## src/hw/rtl/tga_pkg.sv

```systemverilog
// tga_pkg: shared types and constants for the tga pixel stream decoder
// no dependencies

package tga_pkg;

   typedef enum logic [2:0] {
      PH_HEADER = 3'd0,
      PH_SKIP   = 3'd1,
      PH_RAW    = 3'd2,
      PH_PACKET = 3'd3,
      PH_RLEPIX = 3'd4,
      PH_DONE   = 3'd5
   } phase_type;

   typedef enum logic [1:0] {
      KIND_HEADER = 2'd0,
      KIND_PIXEL  = 2'd1,
      KIND_ERROR  = 2'd2
   } kind_type;

   localparam logic [7:0] DEPTH_16 = 8'd16;
   localparam logic [7:0] DEPTH_24 = 8'd24;
   localparam logic [7:0] DEPTH_32 = 8'd32;
   localparam logic [4:0] HDR_DEPTH_IDX = 5'd16;

   // one decoded result, as it travels from the parser to the output queue
   typedef struct packed {
      kind_type    kind;
      logic [7:0]  red;
      logic [7:0]  green;
      logic [7:0]  blue;
      logic [7:0]  alpha;
      logic [7:0]  repeat_res;
      logic [2:0]  channels;
      logic [15:0] width;
      logic [15:0] height;
      logic        last;
   } result_type;

endpackage

```

## src/hw/rtl/tga_parser.sv

```systemverilog
// tga_parser: front part, byte-wise header parse and pixel decode
// depends on tga_pkg

module tga_parser import tga_pkg::*; (
   input  logic       clock,
   input  logic       reset,
   input  logic [7:0] rle_type_code,
   input  logic       byte_valid,
   input  logic [7:0] data_byte,
   input  logic       frame_start,
   output logic       res_valid,
   output result_type res
);

   phase_type   phase_ff, phase_in;
   logic [4:0]  hcount_ff, hcount_in;
   logic [8:0]  skip_ff, skip_in;
   logic        is_rle_ff, is_rle_in;
   logic [7:0]  depth_ff, depth_in;
   logic [15:0] width_ff, width_in;
   logic [15:0] height_ff, height_in;
   logic [31:0] left_ff, left_in;
   logic [7:0]  pkt_ff, pkt_in;
   logic        run_ff, run_in;
   logic [1:0]  cidx_ff, cidx_in;
   logic [7:0]  cb_ff [4];

   phase_type   ph;
   logic [4:0]  hc;
   logic        fmt_ok;
   logic        is32;
   logic [7:0]  b0, b1, b2, b3;
   logic [15:0] w16;
   logic [7:0]  rep;
   logic [31:0] area;
   logic [1:0]  need_m1;
   logic        cb_we;

   assign area = 32'(width_ff) * 32'(height_ff);

   always_comb begin
      phase_in  = phase_ff;
      hcount_in = hcount_ff;
      skip_in   = skip_ff;
      is_rle_in = is_rle_ff;
      depth_in  = depth_ff;
      width_in  = width_ff;
      height_in = height_ff;
      left_in   = left_ff;
      pkt_in    = pkt_ff;
      run_in    = run_ff;
      cidx_in   = cidx_ff;
      res_valid = 1'b0;
      res       = '0;
      res.width = width_ff;
      res.height = height_ff;
      cb_we     = 1'b0;
      fmt_ok    = 1'b0;
      rep       = 8'd1;
      w16       = '0;
      ph = frame_start ? PH_HEADER : phase_ff;
      hc = frame_start ? 5'd0 : hcount_ff;
      is32 = (depth_ff == DEPTH_32);
      // current byte overrides the stored color byte at its slot
      b0 = (cidx_ff == 2'd0) ? data_byte : cb_ff[0];
      b1 = (cidx_ff == 2'd1) ? data_byte : cb_ff[1];
      b2 = (cidx_ff == 2'd2) ? data_byte : cb_ff[2];
      b3 = (cidx_ff == 2'd3) ? data_byte : cb_ff[3];
      need_m1 = (depth_ff == DEPTH_16) ? 2'd1 : (is32 ? 2'd3 : 2'd2);
      if (byte_valid) begin
         phase_in = ph;
         hcount_in = hc;
         case (ph)
            PH_HEADER: begin
               if (hc == 5'd0) skip_in = 9'(data_byte) + 9'd1;
               if (hc == 5'd2) is_rle_in = (data_byte == rle_type_code);
               if (hc == 5'd12) width_in[7:0] = data_byte;
               if (hc == 5'd13) width_in[15:8] = data_byte;
               if (hc == 5'd14) height_in[7:0] = data_byte;
               if (hc == 5'd15) height_in[15:8] = data_byte;
               if (hc < HDR_DEPTH_IDX) begin
                  hcount_in = hc + 5'd1;
               end else begin
                  depth_in = data_byte;
                  fmt_ok = (data_byte == DEPTH_24) || (data_byte == DEPTH_32) ||
                           (!is_rle_ff && data_byte == DEPTH_16);
                  res_valid = 1'b1;
                  if (!fmt_ok) begin
                     res.kind = KIND_ERROR;
                     res.last = 1'b1;
                     phase_in = PH_DONE;
                  end else begin
                     left_in = area;
                     res.kind = KIND_HEADER;
                     res.channels = (data_byte == DEPTH_32) ? 3'd4 : 3'd3;
                     if (area == 32'd0) begin
                        res.last = 1'b1;
                        phase_in = PH_DONE;
                     end else begin
                        phase_in = PH_SKIP;
                     end
                  end
               end
            end
            PH_SKIP: begin
               if (skip_ff != 9'd0) skip_in = skip_ff - 9'd1;
               if (skip_ff <= 9'd1) begin
                  phase_in = is_rle_ff ? PH_PACKET : PH_RAW;
                  cidx_in = 2'd0;
               end
            end
            PH_RAW, PH_RLEPIX: begin
               cb_we = 1'b1;
               if (cidx_ff < need_m1) begin
                  cidx_in = cidx_ff + 2'd1;
               end else begin
                  cidx_in = 2'd0;
                  res_valid = 1'b1;
                  res.kind = KIND_PIXEL;
                  if (ph == PH_RLEPIX) begin
                     if (run_ff) begin
                        rep = (32'(pkt_ff) > left_ff) ? left_ff[7:0] : pkt_ff;
                        pkt_in = 8'd0;
                     end else begin
                        pkt_in = pkt_ff - 8'd1;
                     end
                  end
                  if (depth_ff == DEPTH_16) begin
                     w16 = {b1, b0};
                     res.red = {w16[14:10], 3'b000};
                     res.green = {w16[9:5], 3'b000};
                     res.blue = {w16[4:0], 3'b000};
                     res.channels = 3'd3;
                  end else begin
                     res.red = b2;
                     res.green = b1;
                     res.blue = b0;
                     res.alpha = is32 ? b3 : 8'd0;
                     res.channels = is32 ? 3'd4 : 3'd3;
                  end
                  res.repeat_res = rep;
                  left_in = left_ff - 32'(rep);
                  if (left_in == 32'd0) begin
                     res.last = 1'b1;
                     phase_in = PH_DONE;
                  end else if (ph == PH_RLEPIX && pkt_in == 8'd0) begin
                     phase_in = PH_PACKET;
                  end
               end
            end
            PH_PACKET: begin
               if (!data_byte[7]) begin
                  pkt_in = data_byte + 8'd1;
                  run_in = 1'b0;
               end else begin
                  pkt_in = data_byte - 8'd127;
                  run_in = 1'b1;
               end
               cidx_in = 2'd0;
               phase_in = PH_RLEPIX;
            end
            default: ;
         endcase
      end
   end

   always_ff @(posedge clock) begin
      if (reset) begin
         phase_ff  <= PH_HEADER;
         hcount_ff <= '0;
         skip_ff   <= '0;
         is_rle_ff <= 1'b0;
         depth_ff  <= '0;
         width_ff  <= '0;
         height_ff <= '0;
         left_ff   <= '0;
         pkt_ff    <= '0;
         run_ff    <= 1'b0;
         cidx_ff   <= '0;
      end else begin
         phase_ff  <= phase_in;
         hcount_ff <= hcount_in;
         skip_ff   <= skip_in;
         is_rle_ff <= is_rle_in;
         depth_ff  <= depth_in;
         width_ff  <= width_in;
         height_ff <= height_in;
         left_ff   <= left_in;
         pkt_ff    <= pkt_in;
         run_ff    <= run_in;
         cidx_ff   <= cidx_in;
      end
   end

   always_ff @(posedge clock) begin
      if (cb_we) cb_ff[cidx_ff] <= data_byte;
   end

   assert property (@(posedge clock) disable iff (reset)
      res_valid && res.kind == KIND_ERROR |-> res.last)
      else $error("error result without last");
   assert property (@(posedge clock) disable iff (reset)
      res_valid && res.kind == KIND_PIXEL |-> res.repeat_res != 8'd0)
      else $error("pixel with zero repeat");
   assert property (@(posedge clock) disable iff (reset)
      res_valid && res.last |=> phase_ff == PH_DONE)
      else $error("last result did not end the image");

endmodule

```

## src/hw/rtl/tga_queue.sv

```systemverilog
// tga_queue: back part, two-entry result queue toward the output channel
// depends on tga_pkg

module tga_queue import tga_pkg::*; (
   input  logic       clock,
   input  logic       reset,
   input  logic       push,
   input  result_type push_data,
   output logic       not_full,
   output logic       out_valid,
   input  logic       out_stall,
   output result_type out_data
);

   result_type mem_ff [2];
   logic       wptr_ff, wptr_in;
   logic       rptr_ff, rptr_in;
   logic [1:0] count_ff, count_in;
   logic       pop;

   assign out_valid = (count_ff != 2'd0);
   assign pop = out_valid && !out_stall;
   assign not_full = (count_ff != 2'd2);
   assign out_data = mem_ff[rptr_ff];

   always_comb begin
      wptr_in = push ? ~wptr_ff : wptr_ff;
      rptr_in = pop ? ~rptr_ff : rptr_ff;
      count_in = count_ff + 2'(push) - 2'(pop);
   end

   always_ff @(posedge clock) begin
      if (reset) begin
         wptr_ff  <= 1'b0;
         rptr_ff  <= 1'b0;
         count_ff <= '0;
      end else begin
         wptr_ff  <= wptr_in;
         rptr_ff  <= rptr_in;
         count_ff <= count_in;
      end
   end

   always_ff @(posedge clock) begin
      if (push) mem_ff[wptr_ff] <= push_data;
   end

   assert property (@(posedge clock) disable iff (reset) push |-> count_ff != 2'd2)
      else $error("push into full queue");
   assert property (@(posedge clock) disable iff (reset)
      out_valid && out_stall |=> out_valid)
      else $error("stalled result dropped");
   assert property (@(posedge clock) disable iff (reset) count_ff != 2'd3)
      else $error("queue count overflow");

endmodule

```

## src/hw/rtl/tga_pixel_stream_decoder_unit.sv

```systemverilog
// tga_pixel_stream_decoder_unit: top level of the tga byte stream decoder
// depends on tga_pkg, tga_parser, tga_queue

// Takes one TGA file byte per cycle and gives at most one result per byte:
// a header result after the bit depth byte, one result per pixel or run, or
// an error result for unsupported formats. The parser forms its next state
// and result combinationally from each byte, so a byte is taken every cycle
// while the two-entry result queue has room; req_stall rises whenever that
// queue is full, also in a cycle in which the output side takes a result.
module tga_pixel_stream_decoder_unit import tga_pkg::*; (
   input  logic        clock,
   input  logic        reset,
   input  logic        csr_we,
   input  logic [7:0]  csr_wdata,
   input  logic        req_valid,
   output logic        req_stall,
   input  logic [7:0]  req_data_byte,
   input  logic        req_frame_start,
   output logic        rsp_valid,
   input  logic        rsp_stall,
   output logic [1:0]  rsp_result_kind,
   output logic [7:0]  rsp_red,
   output logic [7:0]  rsp_green,
   output logic [7:0]  rsp_blue,
   output logic [7:0]  rsp_alpha,
   output logic [7:0]  rsp_repeat_res,
   output logic [2:0]  rsp_channels,
   output logic [15:0] rsp_width,
   output logic [15:0] rsp_height,
   output logic        rsp_last
);

   logic [7:0] rle_code_ff;
   logic       not_full;
   logic       accept;
   logic       res_valid;
   result_type res;
   result_type q_out;

   assign req_stall = !not_full;
   assign accept = req_valid && not_full;

   always_ff @(posedge clock) begin
      if (reset) rle_code_ff <= 8'd10;
      else if (csr_we) rle_code_ff <= csr_wdata;
   end

   tga_parser u_parser (
      .clock, .reset,
      .rle_type_code(rle_code_ff),
      .byte_valid(accept),
      .data_byte(req_data_byte),
      .frame_start(req_frame_start),
      .res_valid, .res
   );

   tga_queue u_queue (
      .clock, .reset,
      .push(res_valid),
      .push_data(res),
      .not_full,
      .out_valid(rsp_valid),
      .out_stall(rsp_stall),
      .out_data(q_out)
   );

   assign rsp_result_kind = q_out.kind;
   assign rsp_red = q_out.red;
   assign rsp_green = q_out.green;
   assign rsp_blue = q_out.blue;
   assign rsp_alpha = q_out.alpha;
   assign rsp_repeat_res = q_out.repeat_res;
   assign rsp_channels = q_out.channels;
   assign rsp_width = q_out.width;
   assign rsp_height = q_out.height;
   assign rsp_last = q_out.last;

endmodule

```

## config.mk

```make
export PLATFORM = sky130hd
export DESIGN_NAME = tga_pixel_stream_decoder_unit
export DESIGN_NICKNAME = d
export VERILOG_FILES = /design/src/hw/rtl/tga_pkg.sv /design/src/hw/rtl/tga_parser.sv /design/src/hw/rtl/tga_queue.sv /design/src/hw/rtl/tga_pixel_stream_decoder_unit.sv
export SDC_FILE = /design/constraint.sdc
export NUM_CORES = 1
export LEC_CHECK = 0
export BUFFER_PORTS_ARGS = -buffer_cell sky130_fd_sc_hd__buf_2
export CAP_MARGIN = 20
export CORE_ASPECT_RATIO = 1.75
export CORE_MARGIN = 3
export CORE_UTILIZATION = 45
export DETAILED_ROUTE_END_ITERATION = 8
export PLACE_DENSITY_LB_ADDON = 0.05
export RECOVER_POWER = 50
export REMOVE_ABC_BUFFERS = 1
export SLEW_MARGIN = 5
export SYNTH_ARGS = -nofsm -noshare
export SYNTH_HDL_FRONTEND = slang
export SYNTH_SLANG_ARGS = --single-unit
```

## constraint.sdc

```tcl
create_clock -name clock -period 18.6 [get_ports clock]
set_clock_uncertainty 0.15 [all_clocks]
set_input_delay 0.93 -clock clock [delete_from_list [all_inputs] [get_ports clock]]
set_output_delay 0.93 -clock clock [all_outputs]
set_load 0.01 [all_outputs]
```

==> results of run 1 <==
[through the flow]
step	total power (uW)	hold WS, ps	cells	instance area (sq um)	util [%]
final	1450	305	3080	25100	49.5
after global routing	1500	328	3080	25100	49.5
after CTS	1470	308	3077	25200	49.7
after detailed placement	834	299	3019	24200	47.7
after global placement	833	294	3019	24200	47.7
after floorplan	788	280	2230	22700	-
[synthesized netlist by cell type, types with 12 or more instances]
cell / count / area share [%]
xnor2_1: 41 / 1.6
nor2_1: 167 / 2.7
ha_1: 136 / 7.3
a22oi_1: 15 / 0.49
nor2b_1: 19 / 0.51
fa_1: 195 / 17
nand3_1: 34 / 0.73
nand2b_1: 14 / 0.38
mux2_2: 81 / 3.9
nor3_1: 30 / 0.65
nand2_1: 289 / 4.7
inv_1: 265 / 4.3
a211oi_1: 34 / 1.1
mux2i_1: 59 / 2.6
buf_1: 12 / 0.19
o21ai_0: 70 / 1.5
dfxtp_1: 114 / 9.9
edfxtp_1: 186 / 24
and2_1: 120 / 3.2
o22ai_1: 15 / 0.41
a21oi_1: 109 / 2.4
a21o_1: 16 / 0.52
xor2_1: 16 / 0.61
clkbuf_1: 106 / 1.7
nand4_1: 19 / 0.51
[placed cells by master, fill, tap and decap left out, types with 15 or more instances in the layout]
cell / synthesis / layout
a211oi_1: 34 / 34
and2_1: 120 / 119
xnor2_1: 41 / 41
a21o_1: 16 / 16
xor2_1: 16 / 16
mux2_2: 81 / 62
a21oi_1: 109 / 108
clkbuf_1: 106 / 87
o21ai_0: 70 / 70
ha_1: 136 / 136
nor3_1: 30 / 29
nand4_1: 19 / 19
dfxtp_1: 114 / 114
inv_1: 265 / 265
a22oi_1: 15 / 15
mux2_1: 6 / 25
nand3_1: 34 / 34
nand2_1: 289 / 290
o22ai_1: 15 / 15
nor2_1: 167 / 167
fa_1: 195 / 195
nor2b_1: 19 / 19
edfxtp_1: 186 / 186
buf_2: 7 / 39
clkbuf_16: 0 / 31
mux2i_1: 59 / 59
[worst max-delay path, delay by kind of cell, from the launching register on]
kind                       cells  cell delay, ps
and+or+nand+nor                3             910
DFF                            1             300
buffers and inverters          4            1070
adders and majority gates      7            3510
xor gates and xnor gates       1             200
AOI/OAI and AO/OA              6            1570
[path summary, 6_finish.rpt]
path / from / to / slack [ps] / cells after the start
worst min register to register: u_parser.depth_ff[7] / u_parser.depth_ff[7] / 310 / 2
worst max-delay path: u_parser.width_ff[14] / u_parser.phase_ff[2] / 10780 / 21
worst max register to register: u_parser.width_ff[14] / u_parser.phase_ff[2] / 10780 / 21
worst min-delay path: u_parser.depth_ff[7] / u_parser.depth_ff[7] / 310 / 2
[power by group]
part | internal, uW | total [uW] | switching (uW)
clock | 364 | 635 | 271
sequential | 704 | 710 | 6.47
combinational | 44.4 | 106 | 61.3
[per-layer routing]
layer	routed length (um)	global-route usage [%]	vias to the layer above
met5	0	0	-
met4	4160	13.3	0
met3	2250	2.04	167
met2	35300	46.1	387
met1	24200	27.2	8533
li1	-	-	8035
[state kept, by name, indices dropped and copies added (netlist names), named ones only]
signal	count
u_queue.mem_ff	154
u_parser.cb_ff	32
u_parser.left_ff	32
u_parser.height_ff	16
u_parser.width_ff	16
u_parser.skip_ff	9
rle_code_ff	8
u_parser.depth_ff	8
u_parser.pkt_ff	8
u_parser.hcount_ff	5
u_parser.phase_ff	3
u_parser.cidx_ff	2
u_queue.count_ff	2
u_parser.is_rle_ff	1
u_parser.run_ff	1
u_queue.rptr_ff	1
u_queue.wptr_ff	1
[logic make-up after synthesis]
family / after synthesis / synth area share, %
AOI/OAI and AO/OA: 359 / 10.0
buffers and inverters: 391 / 6.39
xor gates and xnor gates: 57 / 2.16
adders and majority gates: 331 / 24.2
DFF: 300 / 34.0
and+or+nand+nor: 766 / 15.9
muxes: 152 / 7.36
[layout make-up]
cell class | count | area [sq um] | area share [%]
Inverter | 265 | 995 | 3.96
Tap cell | 666 | 833 | 3.32
Multi-Input combinational cell | 1665 | 13800 | 55.0
Clock inverter | 13 | 169 | 0.673
Clock buffer | 45 | 858 | 3.42
Sequential cell | 300 | 7870 | 31.3
Timing Repair Buffer | 126 | 571 | 2.27
==> results.md, run 1 <==
* Vias at 17,100
* DP Worst Slack at 11,050 ps
* Layout cell share with drive strength beyond 1 at around 7.9%
* Top Ports at 102
* TritonCTS Sinks at 300
* Most used cell, CP: fa_1
* Rows at roughly 110
* Later-pin clock latency in the skew report at around 600 ps
* CTS root buf: clkbuf_16
* DR pass1 iterations at 7
* WP data required at 18,960 ps
* MaxCap Viol Count at 3
* Average wire per standard cell at 21.4 um
* Unique masters post-synth at between 80 and 90
* Final hold violation count at 0
* Final Wtd Congestion at roughly 0.9
* Die Y at around 310 um
* P_leak at about 0.010 uW
* DP Wirelength at 48.9 mm
* Final Setup Violations at 0
* CP Capture Type: register
* Failing checks: max-capacitance violations, max-slew violations
* Slew HR at -163%
* Number of remaining DRC errors at 0
* ANT nets after route at 0
* Number of global-route vias before repair at 18,400
* Fin crit share at 42.0%
* Initial antenna violation count at 0
* Die span in x at between 150 and 200 um
* Hold Buf Count CTS at 0
* Min Tclk post-route at 7820 ps
* Setup TNS at 0 ps
* Crit path cell chain: clkbuf_1 -> nand2_1 -> fa_1 -> fa_1 -> inv_1 -> fa_1 -> fa_1 -> fa_1 -> inv_1 -> fa_1 -> inv_1 -> ha_1 -> a21oi_1 -> o21ai_0 -> a221oi_1 -> o21ai_0 -> xor2_1 -> a2111oi_2 -> nand4_1 -> or4_4 -> a31oi_2
* Crit path kind: reg2reg
* Initial Util at 45.6%
* Nets at around 2,700
* Clock slew at reported path FFs at 60 ps
* PwrDens at approximately 58 nW/um^2
* Hold Crit Class: reg2reg
* Mapped Cells at 2,356
* Most used DFF post-synth: edfxtp_1
* Largest net degree at the start of global routing at 83
* Post-synth EDFFs at between 150 and 200
* H-tree depth at 1
* WP data arrival at around 8200 ps
* Slew Limit Fails at 180
* Clock buffer depth at 3
* RSZ-0062 raised after global routing: false
* Total CTS buffers at 31
* ANT cells at 0
* Synth warnings at 0
* Sequential area share after synthesis at 34.0%
* GRT Util Overall at about a quarter
* Async set-or-reset flop fraction in the synthesized netlist at 0%
* Mapped Area at 23,200 sq um
* Worst Path Max Fanout at 19
* First-pass GRT wire length at approximately 100 mm
* Average size of a mapped cell at roughly 9.8 sq um
* DRT iter0 DRCs at slightly above 800
* Layout area overhead at 8.44%
* Buffers on Ports at ~100
* Vias per cell at 5.56
* Die Footprint at around 54,000 sq um
* Outcome: finished with violations
* CTS tree: yes
* Post-CTS Setup Repair Bufs at 0
* Flops & latches, synth at 300
* Peak VDD IR at 0.0726 mV
* Gr ovfl total at 0
* DRT Wirelength at around 66 mm
* CP max-delay cell: clkbuf_1
* Core area at around 51,000 sq um
* Peak Freq at around 130 MHz
* PostCTS Resize Cnt at 0
* Type of origin of the critical path: register
* Number of fill cells at between 4,000 and 5,000
* Slowest stage delay, CP at 900 ps
* Tightest Pin Transition at roughly 4000 ps
* Final worst setup slack at around 11,000 ps
Note: power is estimated with default switching activity, not from simulation.
==> run 2: changes to the inputs <==
==> constraint.sdc (replaced) <==
create_clock -name clock -period 7.4 [get_ports clock]
set_clock_uncertainty 0.15 [all_clocks]
set_input_delay 0.37 -clock clock [delete_from_list [all_inputs] [get_ports clock]]
set_output_delay 0.37 -clock clock [all_outputs]
set_load 0.01 [all_outputs]
==> run 2 against run 1 <==
The run still ends with max-capacitance violations, max-slew violations left. Wire length grew 0.36%. Setup slack lost 11000 ps. Sequential power grew to 2.5 times the previous value. Global-route usage is essentially flat. Largest cell class unchanged. Critical endpoint unchanged. Core utilization grew 0.51 points. Register-to-register slack lost 11000 ps. Combinational power grew to 2.5 times the previous value.
==> results.md, run 2 (same netlist as run 1, synthesis figures left out) <==
* Outcome: finished with violations
* Failing checks: max-capacitance violations, max-slew violations
* DP Area at 24,500 sq um (+1.3%)
* Reg2reg path depth at 20 (-4.8%)
* WP data arrival at 7510 ps (-670 ps)
* Peak Freq at 140 MHz (+9.4%)
* Worst Path Max Fanout at 10 (-9)
* Hold Path Stages at 2 (unchanged)
* PwrDens at 137 nW/um^2 (+140%)
* Most common cell after layout, fill and taps aside: nand2_1
* Die Y at 306 um (unchanged)
* Clock slew at reported path FFs at 60 ps (about the same)
* CTS tree: yes
* Clock buffer depth at 3 (unchanged)
* Reg2Reg Launch Point: u_parser.width_ff[14]
* Most frequent cells in the layout: 290 x nand2_1, 265 x inv_1, 195 x fa_1
* Initial antenna violation count at 0 (unchanged)
* Fin cells at 3,122 (+1.4%)
* Type of origin of the critical path: register
* Reg with most FFs: u_queue.mem_ff
* DR pass1 iterations at 5 (-2)
* DRT Wirelength at 66.2 mm (+0.36%)
* Later-pin clock latency in the skew report at 590 ps (about the same)
* Slew HR at -130% (+33 points)
* DP Wirelength at 49.9 mm (+2.2%)
* GRT Util Overall at 24.6% (about the same)
* Gr ovfl total at 0 (unchanged)
* First-pass GRT wire length at 104 mm (+0.37%)
* Final Setup Violations at 0 (unchanged)
* DRT iter0 DRCs at 1,085 (+31%)
* CP Capture Type: register
* Final hold violation count at 0 (unchanged)
* Die span in x at 177 um (unchanged)
* Final Wtd Congestion at 0.936 (+4.0%)
* Min Tclk post-route at 7150 ps (-671 ps)
* Core area at 50,700 sq um (unchanged)
* Crit path kind: reg2reg
* Setup TNS at 0 ps (unchanged)
* Layout cell share with drive strength beyond 1 at 9.49% (+1.6 points)
* Biggest regs: u_queue.mem_ff: 154 flops, u_parser.cb_ff: 32 flops, u_parser.left_ff: 32 flops
* Max reg flops at 154 (unchanged)
* Layout area overhead at 9.57%
* Post-CTS Setup Repair Bufs at 0 (unchanged)
* Vias per cell at 5.52 (-0.68%)
* Rows at 109 (unchanged)
* ANT cells at 0 (unchanged)
* Die Footprint at 54,300 sq um (unchanged)
* Critical path endpoint: u_parser.phase_ff[2]
* Largest net degree at the start of global routing at 70 (-16%)
* MaxCap Viol Count at 7 (+4)
* Reg2Reg Capture Point: u_parser.phase_ff[2]
* Nets at 2,786 (+1.6%)
* WHS at 57.3 ps (-248 ps)
* Number of global-route vias before repair at 18,200 (-0.98%)
* Crit path from: u_parser.width_ff[14]
* Initial Util at 45.6% (unchanged)
* Placed instance count at 3,056 (+1.2%)
* Number of remaining DRC errors at 0 (unchanged)
* Average wire per standard cell at 21.2 um (-0.99%)
* Top Ports at 102 (unchanged)
* Design area at 25,400 sq um (+1.0%)
* TritonCTS Sinks at 300 (unchanged)
* Slew Limit Fails at 211 (+17%)
* CTS root buf: clkbuf_16
* Tightest Pin Transition at 3450 ps (-497 ps)
* Peak VDD IR at 0.163 mV (+120%)
* Fin crit share at 96.6% (+55 points)
* Reg2reg setup slack at 250 ps (-10,530 ps)
* Total CTS buffers at 29 (-6.5%)
* Hold Crit Class: in2reg
* Buffers on Ports at 101 (unchanged)
* ANT nets after route at 0 (unchanged)
* WP data required at 7760 ps (-11,200 ps)
* H-tree depth at 1 (unchanged)
* Vias at 17,200 (+0.67%)
* P_leak at 0.0104 uW (+1.8%)
* RSZ-0062 raised after global routing: false
## run 2: changes by cell type in the layout (fill, tap and decap cells not counted), sizes merged
cell,previous run,this run
clkinvlp,3,0
bufinv,3,1
buf,49,77
inv,266,267
clkinv,6,15
dlygate4sd3,0,9
## run 2: metrics by stage
stage	util [%]	setup WS (ps)	power, uW
2_1_floorplan	-	-1210	1980
3_3_place_gp	48.3	179	2090
3_5_place_dp	48.3	65.3	2100
4_1_cts	50.2	64.4	3530
5_1_grt	50.0	9.00	3610
6_report	50.0	253	3480
## run 2: worst max-delay path, cell delays in order (launching register included)
cell and delay (ps):
dfxtp_1 710, nand2_1 190, fa_1 550, fa_1 550, inv_1 50, fa_1 490
fa_1 520, fa_1 500, inv_1 60, fa_1 530, inv_1 40, ha_1 370
a21oi_1 270, o21ai_0 180, a221oi_1 310, o21ai_0 190, a31oi_1 240, xor2_1 250
nand4_1 160, or4_4 580, a31oi_2 160
## run 2: per-layer routing
metal / up-vias / share of wire [%] / track usage [%]
met4: 0 / 4.7 / 10.3
met2: 395 / 53 / 45.9
met5: - / 0 / 0
li1: 8122 / - / -
met1: 8582 / 39 / 28.7
met3: 138 / 3.5 / 2.03
## run 2: timing repair
item,4_1_cts,5_1_grt
endpoints found under the setup margin,0,3
resized for setup,0,20
hold buffers,9,0
endpoints found under the hold margin,10,0
## run 2: how the worst min path moves through the flow
stage / from / slack (ps) / end
after floorplan: u_parser.depth_ff[7] / 280 / u_parser.depth_ff[7]
after global placement: u_parser.depth_ff[7] / 290 / u_parser.depth_ff[7]
after detailed placement: u_parser.depth_ff[7] / 300 / u_parser.depth_ff[7]
after CTS: csr_we / 20 / rle_code_ff[1]
after global routing: csr_we / 50 / rle_code_ff[3]
final: csr_we / 60 / rle_code_ff[1]
## run 2: final cells by class
| class | count | area, sq um |
|---|---|---|
| clock buffers | 36 | 762 |
| flip-flops and latches | 300 | 7880 |
| well taps | 666 | 833 |
| clock inverters | 18 | 124 |
| multi-input cells | 1665 | 13800 |
| inverters | 265 | 995 |
| repair buffers | 172 | 936 |
| fillers | 4875 | 25400 |
## run 2: power by group
part / internal (uW) / switching [uW] / total (uW)
sequential: 1770 / 17.1 / 1790
combinational: 115 / 155 / 270
clock: 767 / 656 / 1420
